`src/design/ohrt_pkg.sv`:
```
package ohrt_pkg;

  // Table geometry
  localparam int unsigned ENTRIES  = 8;
  localparam int unsigned MAX_ARGS = 32;
  localparam int unsigned IDX_W    = (ENTRIES > 1) ? $clog2(ENTRIES) : 1;
  localparam int unsigned CNT_W    = $clog2(ENTRIES + 1);
  localparam int unsigned OP_W     = 16;

  // Command codes
  typedef enum logic [1:0] {
    CMD_INSERT = 2'd0,
    CMD_REMOVE = 2'd1,
    CMD_LOOKUP = 2'd2,
    CMD_NONE   = 2'd3
  } cmd_e;

  // Result status codes
  typedef enum logic [2:0] {
    ST_DONE     = 3'd0,
    ST_OVERLAP  = 3'd1,
    ST_FULL     = 3'd2,
    ST_MISS     = 3'd3,
    ST_INVERTED = 3'd4,
    ST_ARGS     = 3'd5
  } status_e;

  // Request fields broadcast to every cell
  typedef struct packed {
    cmd_e            cmd;
    logic [OP_W-1:0] lo;
    logic [OP_W-1:0] hi;
    logic [OP_W-1:0] op;
  } query_t;

  // Search token that walks down the chain
  typedef struct packed {
    logic             valid;
    logic             found;
    logic [IDX_W-1:0] idx;
  } token_t;

  // Table update issued when an item completes
  typedef struct packed {
    logic             ins_en;
    logic             shift_en;
    logic [IDX_W-1:0] pos;
  } update_t;

endpackage

```
`src/design/ohrt_cell.sv`:
```
module ohrt_cell
  import ohrt_pkg::*;
(
  input  logic             clk_i,
  input  logic             rst_ni,
  input  logic [IDX_W-1:0] cell_idx_i,
  input  logic [CNT_W-1:0] count_i,
  input  query_t           query_i,
  input  token_t           tok_i,
  output token_t           tok_o,
  input  update_t          upd_i,
  input  logic [OP_W-1:0]  nbr_start_i,
  input  logic [OP_W-1:0]  nbr_end_i,
  output logic [OP_W-1:0]  start_o,
  output logic [OP_W-1:0]  end_o
);

  logic [OP_W-1:0] start_q, start_d;
  logic [OP_W-1:0] end_q, end_d;
  token_t          tok_q, tok_d;
  logic            active;
  logic            match;

  // Entry holds a live range only below the fill count
  assign active = CNT_W'(cell_idx_i) < count_i;

  // Per-command compare against this entry
  always_comb begin
    case (query_i.cmd)
      CMD_INSERT: match = (query_i.lo <= end_q) && (query_i.hi >= start_q);
      CMD_REMOVE: match = (query_i.lo == start_q) && (query_i.hi == end_q);
      CMD_LOOKUP: match = (query_i.op >= start_q) && (query_i.op <= end_q);
      default:    match = 1'b0;
    endcase
  end

  // Token: first match wins, later cells pass it on
  always_comb begin
    tok_d       = tok_i;
    tok_d.found = 1'b0;
    tok_d.idx   = '0;
    if (tok_i.valid) begin
      if (tok_i.found) begin
        tok_d.found = 1'b1;
        tok_d.idx   = tok_i.idx;
      end else if (active && match) begin
        tok_d.found = 1'b1;
        tok_d.idx   = cell_idx_i;
      end
    end
  end

  // Append writes this cell, compaction pulls from the upper neighbor
  always_comb begin
    start_d = start_q;
    end_d   = end_q;
    if (upd_i.ins_en && (upd_i.pos == cell_idx_i)) begin
      start_d = query_i.lo;
      end_d   = query_i.hi;
    end else if (upd_i.shift_en && (cell_idx_i >= upd_i.pos)) begin
      start_d = nbr_start_i;
      end_d   = nbr_end_i;
    end
  end

  always_ff @(posedge clk_i or negedge rst_ni) begin
    if (!rst_ni) begin
      tok_q <= '0;
    end else begin
      tok_q <= tok_d;
    end
  end

  always_ff @(posedge clk_i) begin
    start_q <= start_d;
    end_q   <= end_d;
  end

  assign tok_o   = tok_q;
  assign start_o = start_q;
  assign end_o   = end_q;

endmodule

```
`src/design/op_range_handler_table.sv`:
```
// Channel  Dir  Signals                      Contents
// s_axis   in   tvalid/tready/tdata/tuser    request item: ranges, opcode, arg count
// m_axis   out  tvalid/tready/tdata          result item: status, hit, index, count
//
// One item at a time: a search token walks the row of ENTRIES cells, one cell
// per cycle; the finished token is captured as it leaves the last cell,
// and the next item is taken only after the previous one commits.
// The table update (append or compaction shift) commits in the final cycle.
// Reset clears the fill count and the control; stored ranges are not cleared.
// A stalled result holds in the output register; the next item is accepted
// meanwhile and waits in its final cycle until the output register frees.
module op_range_handler_table
  import ohrt_pkg::*;
(
  input  logic        clk_i,
  input  logic        rst_ni,
  input  logic        s_axis_tvalid,
  output logic        s_axis_tready,
  input  logic [55:0] s_axis_tdata,   // range_low, range_high, query_op, num_args
  input  logic [1:0]  s_axis_tuser,   // command
  output logic        m_axis_tvalid,
  input  logic        m_axis_tready,
  output logic [15:0] m_axis_tdata    // status, hit, entry_index, entry_count, zero pad
);

  typedef enum logic [2:0] {
    S_IDLE = 3'b001,
    S_SCAN = 3'b010,
    S_FIN  = 3'b100
  } state_e;

  state_e           state_q, state_d;
  query_t           query_q;
  logic [7:0]       args_q;
  logic             start_q;
  logic [CNT_W-1:0] count_q, count_d;
  token_t           res_q;
  logic             out_valid_q;
  logic [15:0]      out_data_q, out_data_d;
  logic             in_fire;
  logic             commit;
  logic             inverted;
  update_t          upd;
  status_e          status;
  logic             hit;

  token_t          tok [ENTRIES+1];
  logic [OP_W-1:0] cell_start [ENTRIES];
  logic [OP_W-1:0] cell_end [ENTRIES];

  assign s_axis_tready = (state_q == S_IDLE);
  assign in_fire       = s_axis_tvalid && s_axis_tready;
  assign commit        = (state_q == S_FIN) && (!out_valid_q || m_axis_tready);

  // Token injection into the first cell
  always_comb begin
    tok[0]       = '0;
    tok[0].valid = start_q;
  end

  // Row of cells, each but the last pulling from its upper neighbor on compaction
  for (genvar g = 0; g < ENTRIES; g++) begin : g_cell
    logic [OP_W-1:0] nbr_start;
    logic [OP_W-1:0] nbr_end;
    if (g == ENTRIES - 1) begin : g_last
      assign nbr_start = cell_start[g];
      assign nbr_end   = cell_end[g];
    end else begin : g_mid
      assign nbr_start = cell_start[g+1];
      assign nbr_end   = cell_end[g+1];
    end
    ohrt_cell u_cell (
      .clk_i       (clk_i),
      .rst_ni      (rst_ni),
      .cell_idx_i  (IDX_W'(g)),
      .count_i     (count_q),
      .query_i     (query_q),
      .tok_i       (tok[g]),
      .tok_o       (tok[g+1]),
      .upd_i       (upd),
      .nbr_start_i (nbr_start),
      .nbr_end_i   (nbr_end),
      .start_o     (cell_start[g]),
      .end_o       (cell_end[g])
    );
  end

  // Result and table update from the finished token
  assign inverted = query_q.lo > query_q.hi;

  always_comb begin
    status       = ST_MISS;
    hit          = 1'b0;
    upd          = '0;
    count_d      = count_q;
    case (query_q.cmd)
      CMD_INSERT: begin
        if (inverted) begin
          status = ST_INVERTED;
        end else if (res_q.found) begin
          status = ST_OVERLAP;
        end else if (count_q >= CNT_W'(ENTRIES)) begin
          status = ST_FULL;
        end else begin
          status     = ST_DONE;
          upd.ins_en = commit;
          upd.pos    = IDX_W'(count_q);
          count_d    = count_q + 1'b1;
        end
      end
      CMD_REMOVE: begin
        if (inverted) begin
          status = ST_INVERTED;
        end else if (res_q.found) begin
          status       = ST_DONE;
          upd.shift_en = commit;
          upd.pos      = res_q.idx;
          count_d      = count_q - 1'b1;
        end
      end
      CMD_LOOKUP: begin
        if (args_q > 8'(MAX_ARGS)) begin
          status = ST_ARGS;
        end else if (res_q.found) begin
          status = ST_DONE;
          hit    = 1'b1;
        end
      end
      default: status = ST_MISS;
    endcase
    out_data_d = {5'd0, 4'(count_d), (hit ? 3'(res_q.idx) : 3'd0), hit, status};
  end

  // Sequencer
  always_comb begin
    state_d = state_q;
    case (state_q)
      S_IDLE: if (in_fire) state_d = S_SCAN;
      S_SCAN: if (tok[ENTRIES].valid) state_d = S_FIN;
      S_FIN:  if (commit) state_d = S_IDLE;
      default: state_d = S_IDLE;
    endcase
  end

  always_ff @(posedge clk_i or negedge rst_ni) begin
    if (!rst_ni) begin
      state_q     <= S_IDLE;
      start_q     <= 1'b0;
      count_q     <= '0;
      out_valid_q <= 1'b0;
    end else begin
      state_q <= state_d;
      start_q <= in_fire;
      if (commit) begin
        count_q     <= count_d;
        out_valid_q <= 1'b1;
      end else if (m_axis_tready) begin
        out_valid_q <= 1'b0;
      end
    end
  end

  // Request capture, finished token and output payload
  always_ff @(posedge clk_i) begin
    if (in_fire) begin
      query_q.cmd <= cmd_e'(s_axis_tuser);
      query_q.lo  <= s_axis_tdata[15:0];
      query_q.hi  <= s_axis_tdata[31:16];
      query_q.op  <= s_axis_tdata[47:32];
      args_q      <= s_axis_tdata[55:48];
    end
    if ((state_q == S_SCAN) && tok[ENTRIES].valid) begin
      res_q <= tok[ENTRIES];
    end
    if (commit) begin
      out_data_q <= out_data_d;
    end
  end

  assign m_axis_tvalid = out_valid_q;
  assign m_axis_tdata  = out_data_q;

endmodule

```
`config.mk`:
```
export PLATFORM = sky130hd
export DESIGN_NAME = op_range_handler_table
export DESIGN_NICKNAME = d
export VERILOG_FILES = /design/src/design/ohrt_pkg.sv /design/src/design/ohrt_cell.sv /design/src/design/op_range_handler_table.sv
export SDC_FILE = /design/constraint.sdc
export NUM_CORES = 1
export LEC_CHECK = 0
export BUFFER_PORTS_ARGS = -buffer_cell sky130_fd_sc_hd__buf_4
export CAP_MARGIN = 10
export CORE_ASPECT_RATIO = 0.8
export CORE_MARGIN = 2
export CORE_UTILIZATION = 45
export CTS_CLUSTER_SIZE = 28
export DETAILED_ROUTE_END_ITERATION = 10
export SYNTH_ARGS = -nofsm -noshare
export SYNTH_HDL_FRONTEND = slang
export SYNTH_SLANG_ARGS = --single-unit
```
`constraint.sdc`:
```
create_clock -name clk_i -period 8.8 [get_ports clk_i]
set_input_delay 1.76 -clock clk_i [delete_from_list [all_inputs] [get_ports clk_i]]
set_output_delay 1.76 -clock clk_i [all_outputs]
set_load 0.05 [all_outputs]
```
==> out/qor.json <==
{
  "outcome": {"value": "complete, no violations"},
  "timing.final.crit_share": {"value": 0.564},
  "pin_count": {"value": 80},
  "worst_pin_slew": {"value": 1.25, "unit": "ns"},
  "tns": {"value": 0, "unit": "ns"},
  "port_buffers": {"value": 74},
  "worst-r2r-cell-count": {"value": 10},
  "n_fill_cell": {"value": 5947},
  "clockRootBuffer": {"value": "clkbuf_16"},
  "cts_hold_repair.buffers": {"value": 0},
  "holdCritPathClass": {"value": "flop to flop"},
  "cp_common_cell": {"value": "buf_4"},
  "die-width": {"value": 292, "unit": "µm"},
  "overflow": {"value": 0},
  "cp_slowest_stage_delay": {"value": 0.58, "unit": "ns"},
  "vdd_drop_max": {"value": 122, "unit": "µV"},
  "path_cells": {"value": "buf_4 > clkinv_1 > ha_1 > nand4_1 > or4_1 > o22a_1 > nand2b_1 > nor3_4 > buf_4 > o21bai_4"},
  "routed_wirelength": {"value": 122, "unit": "mm"},
  "num_antenna_cells": {"value": 0},
  "cp_data_required_time": {"value": 9.00, "unit": "ns"},
  "area_added_between_synthesis_and_finish": {"value": 11.0, "unit": "%"},
  "power_leakage": {"value": 0.0144, "unit": "µW"},
  "cp-end-kind": {"value": "flop"},
  "timing.final.max_slew_violations": {"value": 0},
  "synthesis.yosys.warnings": {"value": 0},
  "register_area": {"value": 10900, "unit": "µm²"},
  "multi_input_comb_area": {"value": 17400, "unit": "µm²"},
  "mappedNetlistArea": {"value": 29800, "unit": "µm²"},
  "worstPathMaxFanout": {"value": 33},
  "drt-pass1-iter-count": {"value": 7},
  "cp_num_buf_inv": {"value": 3},
  "vias": {"value": 24263},
  "netlist_top_cells_area": {"value": "edfxtp_1, ha_1, xnor2_1, mux2i_1, inv_1"},
  "num_rows": {"value": 84},
  "core_area": {"value": 65600, "unit": "µm²"},
  "clock_tree.htree_level_count": {"value": 2},
  "place.gp.congestion": {"value": 0.984},
  "synthCells": {"value": 2803},
  "total_cell_area_at_the_placement_stage": {"value": 31700, "unit": "µm²"},
  "synth_top_area_cell": {"value": "edfxtp_1"},
  "starting_density_of_the_core": {"value": 0.455},
  "clock_latency": {"value": 0.60, "unit": "ns"},
  "timing.final.setup_violations": {"value": 0},
  "timing.hold.worst_path_depth": {"value": 0},
  "detail_route.drc_violations": {"value": 0},
  "cts.clk_slew.worst_paths": {"value": 0.06, "unit": "ns"},
  "synth_largest_type_area_fraction": {"value": 0.331},
  "route.layer.met1.wl": {"value": 51.0, "unit": "mm"},
  "worst_ep_arrival_time": {"value": 5.17, "unit": "ns"},
  "wl_met3": {"value": 12.5, "unit": "mm"},
  "die_height": {"value": 234, "unit": "µm"},
  "post_drt_wl_per_cell": {"value": 32.0, "unit": "µm"},
  "syn-mean-instance-area": {"value": 10.6, "unit": "µm²"},
  "vias_in_the_first_global_route": {"value": 23760},
  "dr_wl_met2": {"value": 51.2, "unit": "mm"},
  "maximum_number_of_pins_on_one_net_before_global_route_repair": {"value": 60},
  "pwr_density_cell": {"value": 115, "unit": "nW/µm²"},
  "die-area": {"value": 68300, "unit": "µm²"},
  "post-route-worst-setup-slack": {"value": 3.84, "unit": "ns"},
  "top_layer": {"value": "met4"},
  "grt_pass1_wl": {"value": 172, "unit": "mm"},
  "first_iter_violations": {"value": 2917},
  "yosysSeqAreaShare": {"value": 0.367},
  "track_usage": {"value": 0.353},
  "layout.nets": {"value": 3503},
  "worstSetupStartpointType": {"value": "flop"},
  "ys_seq_elements": {"value": 371},
  "post_cts_resize_count": {"value": 0},
  "postCtsSetupRepairBufs": {"value": 0},
  "relative_slew_slack": {"value": 0.166},
  "setup_skew_after_layout": {"value": 0.0235, "unit": "ns"},
  "hold_viol": {"value": 0},
  "critical_path_class": {"value": "flop to flop"},
  "cts-root-to-sink-buffers": {"value": 3},
  "ys_async_sr_fraction": {"value": 0.113},
  "timing.fmax": {"value": 201, "unit": "MHz"},
  "hpwl": {"value": 86.2, "unit": "mm"},
  "slowest_stage": {"value": "or4_1"},
  "post_route_cells_drive_above_1_share": {"value": 0.105},
  "final_design_area_no_fill": {"value": 33100, "unit": "µm²"},
  "synth_edf_count": {"value": 329},
  "cts_buffers": {"value": 43},
  "post-layout-total-power": {"value": 3800, "unit": "µW"},
  "drv.max_cap_violation_count": {"value": 0},
  "grt_setup_unrepaired": {"value": "false"},
  "synth_cell_type_count": {"value": 73},
  "drt-vias-per-instance": {"value": 6.38},
  "postSynth.topFlopCell": {"value": "edfxtp_1"},
  "fin_crit": {"value": 4.96, "unit": "ns"},
  "setup_slack_at_placement": {"value": 3.95, "unit": "ns"},
  "number_of_clock_sinks_seen_by_cts": {"value": 371},
  "crit_cells": {"value": 10},
  "route.antenna.remaining_nets": {"value": 0},
  "antenna_found_initial": {"value": 4},
  "critical_path.top_delay_family": {"value": "simple AND/OR/NAND/NOR gates"},
  "clock_tree_from_tritoncts": {"value": "built"}
}
[worst paths after layout]
check,from,end,slack [ns]
min,start_q,g_cell[0].u_cell.tok_o[4],0.37
min in group asynchronous,rst_ni,g_cell[3].u_cell.tok_o[0],1.14
min reg2reg,start_q,g_cell[0].u_cell.tok_o[4],0.37
max reg2reg,query_q[31],g_cell[5].u_cell.start_o[0],3.84
max in group asynchronous,rst_ni,state_q[0],7.26
max,query_q[31],g_cell[5].u_cell.start_o[0],3.84
[stage by stage]
stage	utilization	hold slack, ns	instances
after global placement	0.483	0.365	3724
final	0.505	0.366	3803
after floorplan	-	0.353	2807
after global routing	0.505	0.398	3803
after detailed placement	0.483	0.366	3724
after CTS	0.505	0.373	3803
[final cells by class]
type                       instances  area share
timing repair buffer             146      0.0331
multi-input combinational       2049       0.527
clock buffer                      55      0.0370
clock inverter                    24     0.00620
tap                              860      0.0325
inverter                         298      0.0338
sequential                       371       0.330
[report_power, final]
| group | internal [µW] | total [µW] | switching (µW) |
|---|---|---|---|
| Clock | 1080 | 1880 | 800 |
| Sequential | 1890 | 1890 | 0.0000000000000136 |
| Combinational | 17.0 | 31.9 | 14.9 |
[worst register-to-register path, stage by stage, from the launching register on]
cell and delay, ns:
edfxtp_1 0.32, buf_4 0.42, clkinv_1 0.43, ha_1 0.42
nand4_1 0.16, or4_1 0.58, o22a_1 0.39, nand2b_1 0.51
nor3_4 0.28, buf_4 0.49, o21bai_4 0.56
[synth_stat cells (41+ instances only)]
cell type and n:
xor2_1 101, o21ai_0 110, nor2_1 77, a21oi_1 156, nand2_1 89, ha_1 532, edfxtp_1 329, clkbuf_1 51
inv_1 283, mux2i_1 112, mux2_2 76, nand3_1 57, nor4_1 51, a21o_1 61, xnor2_1 151, nand4_1 121
dfrtp_1 41
[registers in the layout, indices dropped and copies added, names as in the netlist]
signal                 cells
g_cell.u_cell.end_o      128
g_cell.u_cell.start_o    128
query_q                   50
g_cell.u_cell.tok_o       33
m_axis_tdata              11
args_q                     8
count_q                    4
res_q                      4
state_q                    3
m_axis_tvalid              1
start_q                    1
[routing by layer]
metal	GRT usage	vias up
met2	0.538	1442
met4	0.176	0
met5	0	-
li1	-	10671
met1	0.475	11811
met3	0.0776	339
[cell usage in the layout, fill, tap and decap left out, drive strengths merged, types with 55 or more instances in the layout]
| cell | instances |
|---|---|
| a21o | 61 |
| a21oi | 156 |
| buf | 146 |
| clkbuf | 55 |
| edfxtp | 329 |
| ha | 532 |
| inv | 286 |
| mux2 | 112 |
| mux2i | 112 |
| nand2 | 89 |
| nand3 | 60 |
| nand4 | 121 |
| nor2 | 77 |
| o21ai | 110 |
| xnor2 | 151 |
| xor2 | 101 |
[cell families after synthesis]
logic type,synth area share
flip-flops,0.367
AND/OR/NAND/NOR,0.0949
buffers and inverters,0.0513
multiplexers,0.0799
AO/OA/AOI/OAI,0.110
XOR/XNOR,0.0740
adder cells (fa/ha/maj),0.223
other,0.000126
No activity file was read; power rests on OpenSTA's default activity.
